### config.mk
export PLATFORM = sky130hd
export DESIGN_NAME = utf16_to_utf8_encoder
export DESIGN_NICKNAME = d
export VERILOG_FILES = /design/src/uenc_pkg.sv /design/src/utf16_to_utf8_encoder.sv /design/src/uenc_front.sv /design/src/uenc_fifo.sv /design/src/uenc_back.sv
export SDC_FILE = /design/constraint.sdc
export NUM_CORES = 1
export LEC_CHECK = 0
export BUFFER_PORTS_ARGS = -buffer_cell sky130_fd_sc_hd__buf_2
export CAP_MARGIN = 20
export CORE_MARGIN = 2
export CORE_UTILIZATION = 58
export CTS_CLUSTER_DIAMETER = 120
export DETAILED_ROUTE_END_ITERATION = 8
export PLACE_DENSITY = 0.83
export RECOVER_POWER = 25
export SETUP_SLACK_MARGIN = 0.3
export SYNTH_ARGS = -nofsm -noshare
export SYNTH_HDL_FRONTEND = slang
export SYNTH_SLANG_ARGS = --single-unit
### constraint.sdc
create_clock -name clk -period 8 [get_ports clk]
set_clock_uncertainty 0.15 [all_clocks]
set_input_delay 1.6 -clock clk [delete_from_list [all_inputs] [get_ports clk]]
set_output_delay 1.6 -clock clk [all_outputs]
set_load 0.02 [all_outputs]
### src/uenc_pkg.sv
// shared types, constants and the utf-8 byte encoder for the utf-16 to utf-8 encoder
package uenc_pkg;

	localparam int unsigned JOB_BYTES = 6;
	localparam int unsigned QUEUE_DEPTH = 2;

	localparam logic [15:0] HIGH_FIRST = 16'hD800;
	localparam logic [15:0] HIGH_LAST = 16'hDBFF;
	localparam logic [15:0] LOW_FIRST = 16'hDC00;
	localparam logic [15:0] LOW_LAST = 16'hDFFF;
	localparam logic [20:0] PLANE_BASE = 21'h10000;
	localparam logic [20:0] REPLACEMENT = 21'h00FFFD;
	localparam logic [20:0] MAX_ONE = 21'h00007F;
	localparam logic [20:0] MAX_TWO = 21'h0007FF;
	localparam logic [20:0] MAX_THREE = 21'h00FFFF;
	localparam logic [7:0] LEAD_TWO = 8'hC0;
	localparam logic [7:0] LEAD_THREE = 8'hE0;
	localparam logic [7:0] LEAD_FOUR = 8'hF0;
	localparam logic [7:0] CONT = 8'h80;

	typedef logic [JOB_BYTES-1:0][7:0] job_bytes_t;

	typedef struct packed {
		job_bytes_t bytes;
		logic [2:0] count;
	} job_t;

	typedef struct packed {
		logic [3:0][7:0] bytes;
		logic [2:0] count;
	} cp_bytes_t;

	function automatic cp_bytes_t encode_cp(input logic [20:0] cp);
		cp_bytes_t r;
		r.bytes = '0;
		if (cp <= MAX_ONE) begin
			r.bytes[0] = {1'b0, cp[6:0]};
			r.count = 3'd1;
		end else if (cp <= MAX_TWO) begin
			r.bytes[0] = LEAD_TWO | {3'b000, cp[10:6]};
			r.bytes[1] = CONT | {2'b00, cp[5:0]};
			r.count = 3'd2;
		end else if (cp <= MAX_THREE) begin
			r.bytes[0] = LEAD_THREE | {4'b0000, cp[15:12]};
			r.bytes[1] = CONT | {2'b00, cp[11:6]};
			r.bytes[2] = CONT | {2'b00, cp[5:0]};
			r.count = 3'd3;
		end else begin
			r.bytes[0] = LEAD_FOUR | {5'b00000, cp[20:18]};
			r.bytes[1] = CONT | {2'b00, cp[17:12]};
			r.bytes[2] = CONT | {2'b00, cp[11:6]};
			r.bytes[3] = CONT | {2'b00, cp[5:0]};
			r.count = 3'd4;
		end
		return r;
	endfunction

endpackage

### src/utf16_to_utf8_encoder.sv
// top level of the utf-16 to utf-8 encoder
//   channel  direction  handshake             payload
//   in       into block in_valid / in_stall   code_unit[15:0], end_of_string
//   out      from block out_valid / out_stall out_byte[7:0], run_last
// one output byte per cycle while out_stall is low; a word gives 0 to 6 bytes (mostly 1 to 3)
// a word is taken every cycle while the two-entry job queue has room
// a word's first byte passes the queue entry, the job register and the output register
// arst_n clears the held surrogate, the queue and the output valid flag
// out_stall holds the output register; in_stall rises only when the queue is full
module utf16_to_utf8_encoder (
	input  logic        clk,
	input  logic        arst_n,
	input  logic        in_valid,
	output logic        in_stall,
	input  logic [15:0] code_unit,
	input  logic        end_of_string,
	output logic        out_valid,
	input  logic        out_stall,
	output logic [7:0]  out_byte,
	output logic        run_last
);

	logic queue_full;
	logic push;
	logic pop;
	logic head_valid;
	uenc_pkg::job_t push_job;
	uenc_pkg::job_t head_job;

	uenc_front u_front (
		.clk           (clk),
		.arst_n        (arst_n),
		.in_valid      (in_valid),
		.in_stall      (in_stall),
		.code_unit     (code_unit),
		.end_of_string (end_of_string),
		.queue_full    (queue_full),
		.push          (push),
		.job           (push_job)
	);

	uenc_fifo u_fifo (
		.clk        (clk),
		.arst_n     (arst_n),
		.push       (push),
		.push_job   (push_job),
		.full       (queue_full),
		.pop        (pop),
		.head_valid (head_valid),
		.head_job   (head_job)
	);

	uenc_back u_back (
		.clk        (clk),
		.arst_n     (arst_n),
		.head_valid (head_valid),
		.head_job   (head_job),
		.pop        (pop),
		.out_valid  (out_valid),
		.out_stall  (out_stall),
		.out_byte   (out_byte),
		.run_last   (run_last)
	);

endmodule

### src/uenc_front.sv
// front end: classifies code units, pairs surrogates and builds byte jobs
module uenc_front (
	input  logic            clk,
	input  logic            arst_n,
	input  logic            in_valid,
	output logic            in_stall,
	input  logic [15:0]     code_unit,
	input  logic            end_of_string,
	input  logic            queue_full,
	output logic            push,
	output uenc_pkg::job_t  job
);

	logic [9:0] held_high_q;
	logic held_valid_q;
	logic accept;
	logic is_high;
	logic is_low;
	logic pre_fffd;
	logic cp_valid;
	logic hold_next;
	logic [20:0] cp;
	uenc_pkg::cp_bytes_t fffd_enc;
	uenc_pkg::cp_bytes_t cp_enc;
	uenc_pkg::job_bytes_t cp_part;

	assign in_stall = queue_full;
	assign accept = in_valid && !queue_full;
	assign is_high = (code_unit >= uenc_pkg::HIGH_FIRST) && (code_unit <= uenc_pkg::HIGH_LAST);
	assign is_low = (code_unit >= uenc_pkg::LOW_FIRST) && (code_unit <= uenc_pkg::LOW_LAST);

	always_comb begin
		pre_fffd = 1'b0;
		cp_valid = 1'b1;
		hold_next = 1'b0;
		cp = {5'b00000, code_unit};
		if (held_valid_q && is_low) begin
			cp = uenc_pkg::PLANE_BASE + {1'b0, held_high_q, code_unit[9:0]};
		end else begin
			pre_fffd = held_valid_q;
			if (is_high) begin
				if (end_of_string) begin
					cp = uenc_pkg::REPLACEMENT;
				end else begin
					cp_valid = 1'b0;
					hold_next = 1'b1;
				end
			end else if (is_low) begin
				cp = uenc_pkg::REPLACEMENT;
			end
		end
	end

	assign fffd_enc = uenc_pkg::encode_cp(uenc_pkg::REPLACEMENT);
	assign cp_enc = uenc_pkg::encode_cp(cp);
	assign cp_part = pre_fffd ? {cp_enc.bytes[2:0], 24'h0} : {16'h0, cp_enc.bytes};

	always_comb begin
		job.bytes = '0;
		job.count = 3'd0;
		if (cp_valid) begin
			job.bytes = cp_part;
			job.count = cp_enc.count;
		end
		if (pre_fffd) begin
			job.bytes[2:0] = fffd_enc.bytes[2:0];
			job.count = job.count + fffd_enc.count;
		end
	end

	assign push = accept && (pre_fffd || cp_valid);

	always_ff @(posedge clk or negedge arst_n) begin
		if (!arst_n) begin
			held_valid_q <= 1'b0;
			held_high_q <= '0;
		end else if (accept) begin
			held_valid_q <= hold_next;
			held_high_q <= hold_next ? code_unit[9:0] : 10'd0;
		end
	end

endmodule

### src/uenc_fifo.sv
// two-entry job queue between front and back
module uenc_fifo (
	input  logic            clk,
	input  logic            arst_n,
	input  logic            push,
	input  uenc_pkg::job_t  push_job,
	output logic            full,
	input  logic            pop,
	output logic            head_valid,
	output uenc_pkg::job_t  head_job
);

	uenc_pkg::job_t mem_q [uenc_pkg::QUEUE_DEPTH];
	logic wr_ptr_q;
	logic rd_ptr_q;
	logic [1:0] count_q;
	logic do_push;
	logic do_pop;

	assign full = (count_q == 2'(uenc_pkg::QUEUE_DEPTH));
	assign head_valid = (count_q != 2'd0);
	assign head_job = mem_q[rd_ptr_q];
	assign do_push = push && !full;
	assign do_pop = pop && head_valid;

	always_ff @(posedge clk) begin
		if (do_push) begin
			mem_q[wr_ptr_q] <= push_job;
		end
	end

	always_ff @(posedge clk or negedge arst_n) begin
		if (!arst_n) begin
			wr_ptr_q <= 1'b0;
			rd_ptr_q <= 1'b0;
			count_q <= 2'd0;
		end else begin
			if (do_push) begin
				wr_ptr_q <= ~wr_ptr_q;
			end
			if (do_pop) begin
				rd_ptr_q <= ~rd_ptr_q;
			end
			if (do_push && !do_pop) begin
				count_q <= count_q + 2'd1;
			end else if (do_pop && !do_push) begin
				count_q <= count_q - 2'd1;
			end
		end
	end

endmodule

### src/uenc_back.sv
// back end: serializes each job one byte per cycle into the output register while out_stall is low
module uenc_back (
	input  logic            clk,
	input  logic            arst_n,
	input  logic            head_valid,
	input  uenc_pkg::job_t  head_job,
	output logic            pop,
	output logic            out_valid,
	input  logic            out_stall,
	output logic [7:0]      out_byte,
	output logic            run_last
);

	uenc_pkg::job_bytes_t cur_bytes_q;
	logic [2:0] rem_q;
	logic cur_valid_q;
	logic out_valid_q;
	logic [7:0] out_byte_q;
	logic run_last_q;
	logic adv;
	logic cur_done;

	assign adv = !out_valid_q || !out_stall;
	assign cur_done = adv && cur_valid_q && (rem_q == 3'd1);
	assign pop = head_valid && (!cur_valid_q || cur_done);

	always_ff @(posedge clk or negedge arst_n) begin
		if (!arst_n) begin
			cur_valid_q <= 1'b0;
			rem_q <= 3'd0;
			out_valid_q <= 1'b0;
		end else begin
			if (adv) begin
				out_valid_q <= cur_valid_q;
			end
			if (pop) begin
				cur_valid_q <= 1'b1;
				rem_q <= head_job.count;
			end else if (adv && cur_valid_q) begin
				rem_q <= rem_q - 3'd1;
				if (rem_q == 3'd1) begin
					cur_valid_q <= 1'b0;
				end
			end
		end
	end

	always_ff @(posedge clk) begin
		if (adv && cur_valid_q) begin
			out_byte_q <= cur_bytes_q[0];
			run_last_q <= (rem_q == 3'd1);
		end
		if (pop) begin
			cur_bytes_q <= head_job.bytes;
		end else if (adv && cur_valid_q) begin
			cur_bytes_q <= {8'h00, cur_bytes_q[uenc_pkg::JOB_BYTES-1:1]};
		end
	end

	assign out_valid = out_valid_q;
	assign out_byte = out_byte_q;
	assign run_last = run_last_q;

endmodule

==> impl_metrics.py, run 1 <==
metrics = {
    "critical_path": {
        "max_stage_delay_ns": 2.09,
        "cp_common_cell": "clkbuf_1",
        "crit_arrival_ns": 4.63,
        "worst_setup_path_start_kind": "input port",
        "end_kind": "flop",
        "cp.required_ns": 8.15,
        "crit_fanout": 52,
        "worst_path_max_delay_cell": "clkbuf_1",
        "path_cells": "clkbuf_1, a31oi_4, clkbuf_1, o21ai_0, a22o_1",
        "critical_path_class": "input port to flop",
    },
    "synth": {
        "synth_area_leaders": "edfxtp_1, dfrtp_1, mux2i_1",
        "yosysMostFrequentCell": "edfxtp_1",
        "synth-compound-area-share": 0.121,
        "ys_top_cells_by_count": "edfxtp_1, nand2_1, o21ai_0, nor2_1, mux2i_1",
        "synthMuxAreaShare": 0.0635,
        "synthSimpleGateAreaFrac": 0.114,
        "netlist.area_leader.share": 0.594,
        "synth_area_per_cell_um2": 12.7,
        "synthAdderAreaFrac": 0.00842,
        "syn_area_um2": 7430,
        "yosysTopAreaCell": "edfxtp_1",
        "synthXorXnorAreaFrac": 0.00943,
        "synth_edf_count": 147,
        "seq_area_frac_synth": 0.662,
        "yosys_warnings": 0,
        "ys.flop_type": "edfxtp_1",
        "synthDistinctLibCells": 64,
        "synth_seq_cells": 167,
        "synthArstFlopShare": 0.120,
        "synth_cells": 583,
        "syn-num-nets": 609,
        "synth_top_family_by_area": "compound AO/OA/AOI/OAI gates",
    },
    "pwr": {
        "p_total_uw": 2740,
        "powerDensity_nw_per_um2": 327,
        "vdd_drop_max_mv": 0.162,
        "leakagePower_uw": 0.00320,
    },
    "sta": {
        "tightest_slew_ns": 2.95,
        "setup_ws_ns": 3.52,
        "tns_ns": 0,
        "setup_viol": 0,
        "finalCriticalPeriod_ns": 4.48,
        "maxSlewHeadroom": -0.965,
        "rsz0062_at_grt": "false",
        "finalMaxSlewViolations": 53,
        "clock.fmax_mhz": 223,
        "finalHoldViolCount": 0,
        "min_period_over_period": 0.561,
    },
    "placed_design": {
        "post-place-ws_ns": 3.73,
        "finalWeightedCongestion": 0.942,
        "port-buffer-count": 31,
        "place_hpwl_mm": 10.6,
    },
    "clock_network": {
        "insertion_delay_ns": 0.42,
        "cts_setup_buffers": 0,
        "cts-root-buf": "clkbuf_16",
        "clk_pin_slew_ns": 0.06,
        "cts_made_buffers": 17,
        "cts-resized-gates": 0,
        "clock_path_buffers": 2,
        "clkSinkCount": 167,
        "ctsHoldBuffers": 0,
        "cts_tree": "done",
        "htreeDepth": 4,
    },
    "cells_and_area": {
        "area_growth_pct": 12.7,
        "insertedDiodeCount": 0,
        "drive_above_1_share": 0.137,
        "multiInputGateArea_um2": 2370,
        "fin_nets": 634,
        "num-fill-cells": 909,
        "regArea_um2": 4920,
    },
    "route": {
        "drt_iter0_markers": 521,
        "drc": 0,
        "wl_mm": 15.8,
        "ant_nets": 0,
        "wl_per_cell_um": 19.9,
        "via_count": 4757,
        "avgViaCountPerCell": 6.00,
        "drt_first_pass_iters": 6,
    },
    "floorplanning": {
        "dieHeight_um": 117,
        "fp.coreArea_um2": 12600,
        "initial_utilization": 0.591,
        "die_x_um": 117,
        "rows": 41,
        "design.die.area_um2": 13700,
        "ios": 32,
    },
    "worst_hold_path": {
        "holdCritPathClass": "flop to flop",
    },
    "grt": {
        "overflow": 0,
        "grt_pass1_vias": 4678,
        "antenna_found_initial": 0,
        "grt_usage": 0.247,
        "grt_max_degree": 86,
        "grt_pass1_wl_mm": 24.7,
    },
    "run": {
        "cap_violations": 1,
    },
    "status": {
        "violations": "max-capacitance violations, max-slew violations",
        "status": "finished with violations",
    },
}
[kinds of logic after synthesis]
family | Yosys count
xor gates and xnor gates | 8
buffers and inverters | 41
muxes | 47
AOI/OAI and AO/OA | 132
DFF | 167
adders and majority gates | 5
and+or+nand+nor | 183
[per-layer routing]
metal	GRT usage	wire length (µm)	part of all wire
met1	0.322	6630	0.42
met2	0.400	7870	0.50
met3	0.0561	902	0.057
met4	0.109	414	0.026
met5	0	0	0
[worst max-delay path, delay by kind of cell]
| family | cells | cell delay [ns] |
|---|---|---|
| buffers and inverters | 2 | 2.20 |
| AO/OA/AOI/OAI | 3 | 0.81 |
[final timing paths]
check                                 startpoint                endpoint  slack, ns  cells past startpoint
max in group asynchronous                 arst_n         u_fifo.rd_ptr_q       5.73                      1
hold reg to reg            u_back.cur_bytes_q[2]      u_back.out_byte[2]       0.27                      0
hold / removal             u_back.cur_bytes_q[2]      u_back.out_byte[2]       0.27                      0
setup / recovery                       out_stall         u_back.rem_q[2]       3.52                      5
setup reg to reg               u_fifo.count_q[0]         u_back.rem_q[2]       4.25                      5
min in group asynchronous                 arst_n  u_front.held_high_q[0]       1.22                      1
[area by class of cell]
| class | instances | area share |
|---|---|---|
| Timing Repair Buffer | 36 | 0.0238 |
| Clock inverter | 14 | 0.0245 |
| Tap cell | 172 | 0.0257 |
| Inverter | 11 | 0.00493 |
| Clock buffer | 18 | 0.0512 |
| Sequential cell | 167 | 0.587 |
| Multi-Input combinational cell | 375 | 0.283 |
[per-stage QoR]
stage | instance area, µm² | hold slack, ns | util | instances
3_5_place_dp | 7730 | 0.257 | 0.615 | 760
4_1_cts | 8360 | 0.272 | 0.665 | 792
6_report | 8370 | 0.265 | 0.666 | 793
2_1_floorplan | 7430 | 0.250 | - | 583
3_3_place_gp | 7730 | 0.253 | 0.615 | 760
5_1_grt | 8370 | 0.272 | 0.666 | 793
[cells in the final DEF, fill, tap and decap left out, types with 5 or more instances in the layout]
master and n:
a21oi_1 14, a31oi_1 5, and2_1 5, buf_2 29, bufinv_16 5, clkbuf_16 17
dfrtp_1 19, edfxtp_1 147, ha_1 5, inv_1 9, mux2i_1 46, nand2_1 84
nand2b_1 9, nand3_1 8, nor2_1 50, nor3_1 5, o211ai_1 6, o21ai_0 58
o21ai_1 7
[power breakdown]
group | internal [µW] | switching [µW] | total (µW)
logic | 198 | 368 | 565
clock network | 551 | 322 | 873
registers | 1230 | 68.2 | 1300
total | 1980 | 758 | 2740
[flip-flops by register name (all words and copies together) (netlist names)]
| register | flops |
|---|---|
| u_back.out_valid | 1 |
| u_fifo.count_q | 2 |
| u_fifo.mem_q | 92 |
| u_back.cur_valid_q | 1 |
| u_front.held_valid_q | 1 |
| u_back.run_last | 1 |
| u_fifo.wr_ptr_q | 1 |
| u_front.held_high_q | 10 |
| u_fifo.rd_ptr_q | 1 |
| u_back.cur_bytes_q | 46 |
| u_back.out_byte | 8 |
| u_back.rem_q | 3 |
Power figures use the tool's default switching activity.
==> run 2: changes to the inputs <==
--- a/config.mk
+++ b/config.mk
@@ -5,13 +5,14 @@
 export SDC_FILE = /design/constraint.sdc
 export NUM_CORES = 1
 export LEC_CHECK = 0
+export ABC_AREA = 1
 export BUFFER_PORTS_ARGS = -buffer_cell sky130_fd_sc_hd__buf_2
 export CAP_MARGIN = 20
 export CORE_MARGIN = 2
-export CORE_UTILIZATION = 58
+export CORE_UTILIZATION = 55
 export CTS_CLUSTER_DIAMETER = 120
 export DETAILED_ROUTE_END_ITERATION = 8
-export PLACE_DENSITY = 0.83
+export PLACE_DENSITY = 0.82
 export RECOVER_POWER = 25
 export SETUP_SLACK_MARGIN = 0.3
 export SYNTH_ARGS = -nofsm -noshare
==> constraint.sdc (replaced) <==
create_clock -name clk -period 4.12 [get_ports clk]
set_clock_uncertainty 0.15 [all_clocks]
set_input_delay 0.824 -clock clk [delete_from_list [all_inputs] [get_ports clk]]
set_output_delay 0.824 -clock clk [all_outputs]
set_load 0.02 [all_outputs]
==> impl_metrics.py, run 2 <==
metrics = {
    "route": {
        "avgViaCountPerCell": 5.60,
        "via_count": 5121,
        "drt_iter0_markers": 848,
        "wl_per_cell_um": 17.0,
        "wl_mm": 15.6,
        "ant_nets": 0,
        "drc": 0,
        "drt_first_pass_iters": 6,
    },
    "cells_and_area": {
        "largest_register": "u_fifo.mem_q",
        "reg_top3": "u_fifo.mem_q (92), u_back.cur_bytes_q (46), u_front.held_high_q (10)",
        "final_cell_mix": "nand2_1, edfxtp_1, nor2_1, inv_1, a31oi_1",
        "insertedDiodeCount": 0,
        "num-fill-cells": 975,
        "drive_above_1_share": 0.127,
        "fin_nets": 751,
        "multiInputGateArea_um2": 2150,
        "largest_register_ffs": 92,
        "area_growth_pct": 12.6,
        "final_common_cell": "nand2_1",
        "regArea_um2": 4910,
    },
    "critical_path": {
        "max_stage_delay_ns": 0.30,
        "critical_path_class": "input port to flop",
        "crit_fanout": 22,
        "end_kind": "flop",
        "r2r_end": "u_back.cur_bytes_q[20]",
        "cp.required_ns": 4.22,
        "ff2ff_setup_slack_ns": 1.26,
        "worst_path_max_delay_cell": "nand4_4",
        "worst_setup_path_start_kind": "input port",
        "path_cells": "buf_2, nand2_2, inv_1, nand3_4, nor2_8, nand2_2, nand2_1, nor2_2, buf_4, nand4_4, inv_2, o21ai_2, nand2_1, ha_1, o22ai_1",
        "crit_arrival_ns": 3.01,
        "rr_startpoint": "u_fifo.count_q[0]",
        "reg2reg_depth": 5,
    },
    "floorplanning": {
        "ios": 32,
        "rows": 42,
        "dieHeight_um": 120,
        "fp.coreArea_um2": 13200,
        "initial_utilization": 0.561,
        "design.die.area_um2": 14500,
        "die_x_um": 120,
    },
    "synth": {
        "ys_top_cells_by_count": "nand2_1, edfxtp_1, nor2_1, inv_1, a31oi_1",
        "synth_area_leaders": "edfxtp_1, nand2_1, dfrtp_1",
        "yosysTopAreaCell": "edfxtp_1",
        "ys.flop_type": "edfxtp_1",
        "synth_edf_count": 147,
        "synth_cells": 695,
        "synthArstFlopShare": 0.120,
        "netlist.area_leader.share": 0.594,
        "syn_area_um2": 7430,
        "yosys_warnings": 0,
        "synthDistinctLibCells": 38,
        "synth_area_per_cell_um2": 10.7,
        "synth_seq_cells": 167,
        "syn-num-nets": 721,
        "seq_area_frac_synth": 0.662,
        "yosysMostFrequentCell": "nand2_1",
    },
    "sta": {
        "min_period_over_period": 0.705,
        "finalHoldViolCount": 0,
        "finalCriticalPeriod_ns": 2.91,
        "rsz0062_at_grt": "false",
        "clock.fmax_mhz": 344,
        "setup_viol": 0,
        "maxSlewHeadroom": -0.244,
        "tightest_slew_ns": 1.86,
        "finalMaxSlewViolations": 44,
        "setup_ws_ns": 1.21,
        "tns_ns": 0,
    },
    "grt": {
        "grt_max_degree": 47,
        "grt_pass1_wl_mm": 24.8,
        "grt_usage": 0.227,
        "grt_pass1_vias": 5023,
        "overflow": 0,
        "antenna_found_initial": 0,
    },
    "clock_network": {
        "clkSinkCount": 167,
        "cts_setup_buffers": 0,
        "cts-resized-gates": 0,
        "clk_pin_slew_ns": 0.06,
        "cts-root-buf": "clkbuf_16",
        "htreeDepth": 4,
        "cts_tree": "done",
        "cts_made_buffers": 17,
        "insertion_delay_ns": 0.43,
        "ctsHoldBuffers": 0,
        "clock_path_buffers": 2,
    },
    "placed_design": {
        "place_hpwl_mm": 10.2,
        "finalWeightedCongestion": 0.940,
        "port-buffer-count": 31,
        "post-place-ws_ns": 0.825,
    },
    "run": {
        "cap_violations": 1,
    },
    "worst_hold_path": {
        "min_from": "u_back.cur_bytes_q[7]",
        "worstHoldEndpoint": "u_back.out_byte[7]",
        "holdCritPathClass": "flop to flop",
        "min_path_cells": 0,
    },
    "pwr": {
        "powerDensity_nw_per_um2": 700,
        "leakagePower_uw": 0.00339,
        "vdd_drop_max_mv": 0.463,
    },
    "status": {
        "status": "finished with violations",
        "violations": "max-capacitance violations, max-slew violations",
    },
}
-- run 2: cell types whose count changed in the layout (fill, tap and decap cells not counted), moves of 7 or more --
cell / change
a31oi_1: +33
buf_2: -9
buf_4: +7
clkbuf_1: +10
inv_1: +43
mux2i_1: -46
nand2_1: +112
nand2b_1: -9
nand3_1: +9
nor2_1: +16
o21ai_0: -30
o21ai_1: +13
-- run 2: cells by family after synthesis --
| group | synth area share |
|---|---|
| simple gates | 0.183 |
| flops | 0.662 |
| compound gates | 0.0914 |
| buf+inv | 0.0507 |
| fa+ha+maj | 0.00842 |
| xor+xnor | 0.00472 |
-- run 2: worst max-delay path: cells and delay by family --
| kind | cells | cell delay, ns |
|---|---|---|
| fa+ha+maj | 1 | 0.23 |
| buf+inv | 4 | 0.67 |
| compound gates | 2 | 0.28 |
| simple gates | 8 | 0.99 |
-- run 2: layout make-up --
type / instances / area share
repair buffers: 42 / 0.0263
clock inverters: 7 / 0.00867
well taps: 176 / 0.0263
inverters: 60 / 0.0272
flip-flops and latches: 167 / 0.587
multi-input cells: 437 / 0.257
clock buffers: 25 / 0.0670
-- run 2: stage by stage --
| step | utilization | instance area (µm²) | hold WS, ns | total power (µW) | cells |
|---|---|---|---|---|---|
| 2_1_floorplan | - | 7430 | 0.250 | 3770 | 695 |
| 3_3_place_gp | 0.586 | 7760 | 0.252 | 4150 | 882 |
| 3_5_place_dp | 0.586 | 7760 | 0.255 | 4250 | 882 |
| 4_1_cts | 0.634 | 8390 | 0.194 | 5900 | 914 |
| 5_1_grt | 0.632 | 8370 | 0.276 | 6160 | 914 |
| 6_report | 0.632 | 8370 | 0.268 | 5860 | 914 |
-- run 2: how the worst max path moves through the flow --
| stage | from | end | slack, ns | depth (start not counted) |
|---|---|---|---|---|
| finish | code_unit[14] | u_fifo.mem_q[0][1] | 1.21 | 15 |
| global route | code_unit[14] | u_fifo.mem_q[0][1] | 1.01 | 15 |
| CTS | code_unit[14] | u_fifo.mem_q[0][1] | 1.26 | 15 |
| detailed placement | code_unit[14] | u_fifo.mem_q[0][1] | 0.83 | 15 |
| global placement | code_unit[14] | u_fifo.mem_q[0][1] | 0.90 | 15 |
| floorplan | code_unit[14] | u_fifo.mem_q[1][0] | 0.75 | 8 |
-- run 2: layer usage --
layer  routed length, µm  vias to the layer above  GRT usage
met1                6420                     2419      0.286
met5                   0                        -          0
met2                7840                      234      0.383
li1                    -                     2446          -
met4                 226                        0     0.0727
met3                1080                       22     0.0637
-- run 2: where the power goes --
part / internal (µW) / leakage (µW) / switching [µW] / total (µW)
clock network: 1010 / 0.000312 / 627 / 1640
logic: 406 / 0.00144 / 1070 / 1470
registers: 2590 / 0.00164 / 157 / 2750
total: 4010 / 0.00339 / 1850 / 5860
==> run 3: changes to the inputs <==
==> constraint.sdc (replaced) <==
create_clock -name clk -period 2.4 [get_ports clk]
set_clock_uncertainty 0.15 [all_clocks]
set_input_delay 0.48 -clock clk [delete_from_list [all_inputs] [get_ports clk]]
set_output_delay 0.48 -clock clk [all_outputs]
set_load 0.02 [all_outputs]
==> impl_metrics.py, run 3 (synthesis gave the netlist of run 2 again) <==
metrics = {
    "status": {
        "status": "finished with violations",
        "violations": "negative setup slack",
    },
    "grt": {
        "grt_pass1_vias": 5566,
        "grt_usage": 0.247,
        "antenna_found_initial": 0,
        "grt_pass1_wl_mm": 27.1,
        "overflow": 0,
        "grt_max_degree": 48,
    },
    "cells_and_area": {
        "fin_nets": 818,
        "post-route-util": 0.719,
        "largest_register": "u_fifo.mem_q",
        "final_common_cell": "nand2_1",
        "insertedDiodeCount": 0,
        "area_growth_pct": 28.1,
        "drive_above_1_share": 0.294,
        "final_cell_mix": "nand2_1, edfxtp_1, buf_4, nor2_1, inv_1",
        "largest_register_ffs": 92,
        "reg_top3": "u_fifo.mem_q (92), u_back.cur_bytes_q (46), u_front.held_high_q (10)",
    },
    "critical_path": {
        "crit_buf_inv": 2,
        "crit_family": "simple AND/OR/NAND/NOR gates",
        "path_cells": "ha_4, xor2_2, o21ai_2, nand2_2, nor2_4, buf_12, nand4_4, buf_12, o21ai_2, nand2_1, o21ai_1, nand2_1",
        "ff2ff_setup_slack_ns": -0.06,
        "crit_arrival_ns": 2.46,
        "end_kind": "flop",
        "cp.required_ns": 2.41,
        "max_stage_delay_ns": 0.42,
        "worst_path_max_delay_cell": "dfrtp_1",
        "crit_fanout": 6,
        "worst_setup_path_start_kind": "flop",
        "critical_path_class": "flop to flop",
    },
    "floorplanning": {
        "die_x_um": 120,
        "dieHeight_um": 120,
        "initial_utilization": 0.561,
        "fp.coreArea_um2": 13200,
        "rows": 42,
        "ios": 32,
        "design.die.area_um2": 14500,
    },
    "route": {
        "via_count": 5591,
        "ant_nets": 0,
        "wl_mm": 17.8,
        "wl_per_cell_um": 18.1,
        "drc": 0,
        "drt_iter0_markers": 644,
        "avgViaCountPerCell": 5.71,
        "drt_first_pass_iters": 6,
    },
    "sta": {
        "min_period_over_period": 1.02,
        "tightest_slew_ns": 1.13,
        "clock.fmax_mhz": 407,
        "finalHoldViolCount": 0,
        "setup_viol": 26,
        "maxSlewHeadroom": 0.244,
        "setup_ws_ns": -0.0558,
        "hold-worst-slack_ns": 0.193,
        "tns_ns": -0.554,
        "rsz0062_at_grt": "true",
        "finalMaxSlewViolations": 0,
        "finalCriticalPeriod_ns": 2.46,
    },
    "run": {
        "cap_violations": 0,
    },
    "pwr": {
        "pwr-share-seq": 0.460,
        "p_int_uw": 6900,
        "pwr-share-comb": 0.283,
        "leakagePower_uw": 0.00385,
        "swShare": 0.326,
        "powerDensity_nw_per_um2": 1080,
        "p_sw_uw": 3340,
        "pwr-share-clk": 0.258,
        "vdd_drop_max_mv": 0.857,
    },
    "clock_network": {
        "insertion_delay_ns": 0.42,
        "cts_tree": "done",
        "cts-root-buf": "clkbuf_16",
        "clkSinkCount": 167,
        "htreeDepth": 4,
        "clk_pin_slew_ns": 0.06,
        "cts_made_buffers": 17,
        "clock_path_buffers": 2,
    },
    "worst_hold_path": {
        "holdCritPathClass": "input port to flop",
    },
    "placed_design": {
        "place_hpwl_mm": 10.7,
        "finalWeightedCongestion": 0.960,
        "port-buffer-count": 31,
        "post-place-ws_ns": -0.318,
    },
}
[run 3: layout make-up]
cell class | instances | area [µm²]
clock buffer | 17 | 425
clock inverter | 14 | 148
fill | 842 | 3730
inverter | 60 | 255
multi-input combinational | 438 | 2620
sequential | 167 | 4910
tap | 176 | 220
timing repair buffer | 108 | 928
[run 3: worst paths after layout]
kind	start	cells past startpoint	end
setup / recovery	u_front.held_high_q[7]	12	u_fifo.mem_q[0][5]
setup reg to reg	u_front.held_high_q[7]	12	u_fifo.mem_q[0][5]
hold reg to reg	u_back.cur_bytes_q[7]	0	u_back.out_byte[7]
max in group asynchronous	arst_n	2	u_fifo.rd_ptr_q
hold / removal	out_stall	3	u_back.out_valid
min in group asynchronous	arst_n	2	u_front.held_valid_q
[run 3: power by group through the flow]
stage	registers [µW]	clock network, µW	logic (µW)
final	4710	2640	2890
after global routing	4770	2780	3170
after CTS	4690	2670	2770
after detailed placement	4740	0	2710
after global placement	4690	0	2580
after floorplan	4750	0	1730
[run 3: per-layer routing]
layer  wire, µm  share of wire  GRT usage  vias to the layer above
li1           -              -          -                     2577
met1       6850           0.39      0.299                     2698
met2       9170           0.52      0.421                      263
met3       1120          0.063     0.0637                       53
met4        638          0.036      0.108                        0
met5          0              0          0                        -
[run 3: through the flow]
stage / area, µm² / power (µW) / cells
after floorplan: 7570 / 6490 / 695
after global placement: 8350 / 7280 / 935
after detailed placement: 8350 / 7460 / 935
after CTS: 9310 / 10100 / 975
after global routing: 9520 / 10700 / 980
final: 9520 / 10200 / 980
[run 3: worst min-delay path, stage by stage]
cell and delay (ns):
buf_2 0.09, nand2_1 0.09, nand2_1 0.07
[run 3: repair_timing]
item | 4_1_cts | 5_1_grt
endpoints found under the setup margin | 91 | 146
pin swaps | 16 | 15
gates cloned | 3 | 2
setup buffers | 5 | 3
endpoints found under the hold margin | 20 | 0
hold buffers | 1 | 0
gates resized for setup | 63 | 43
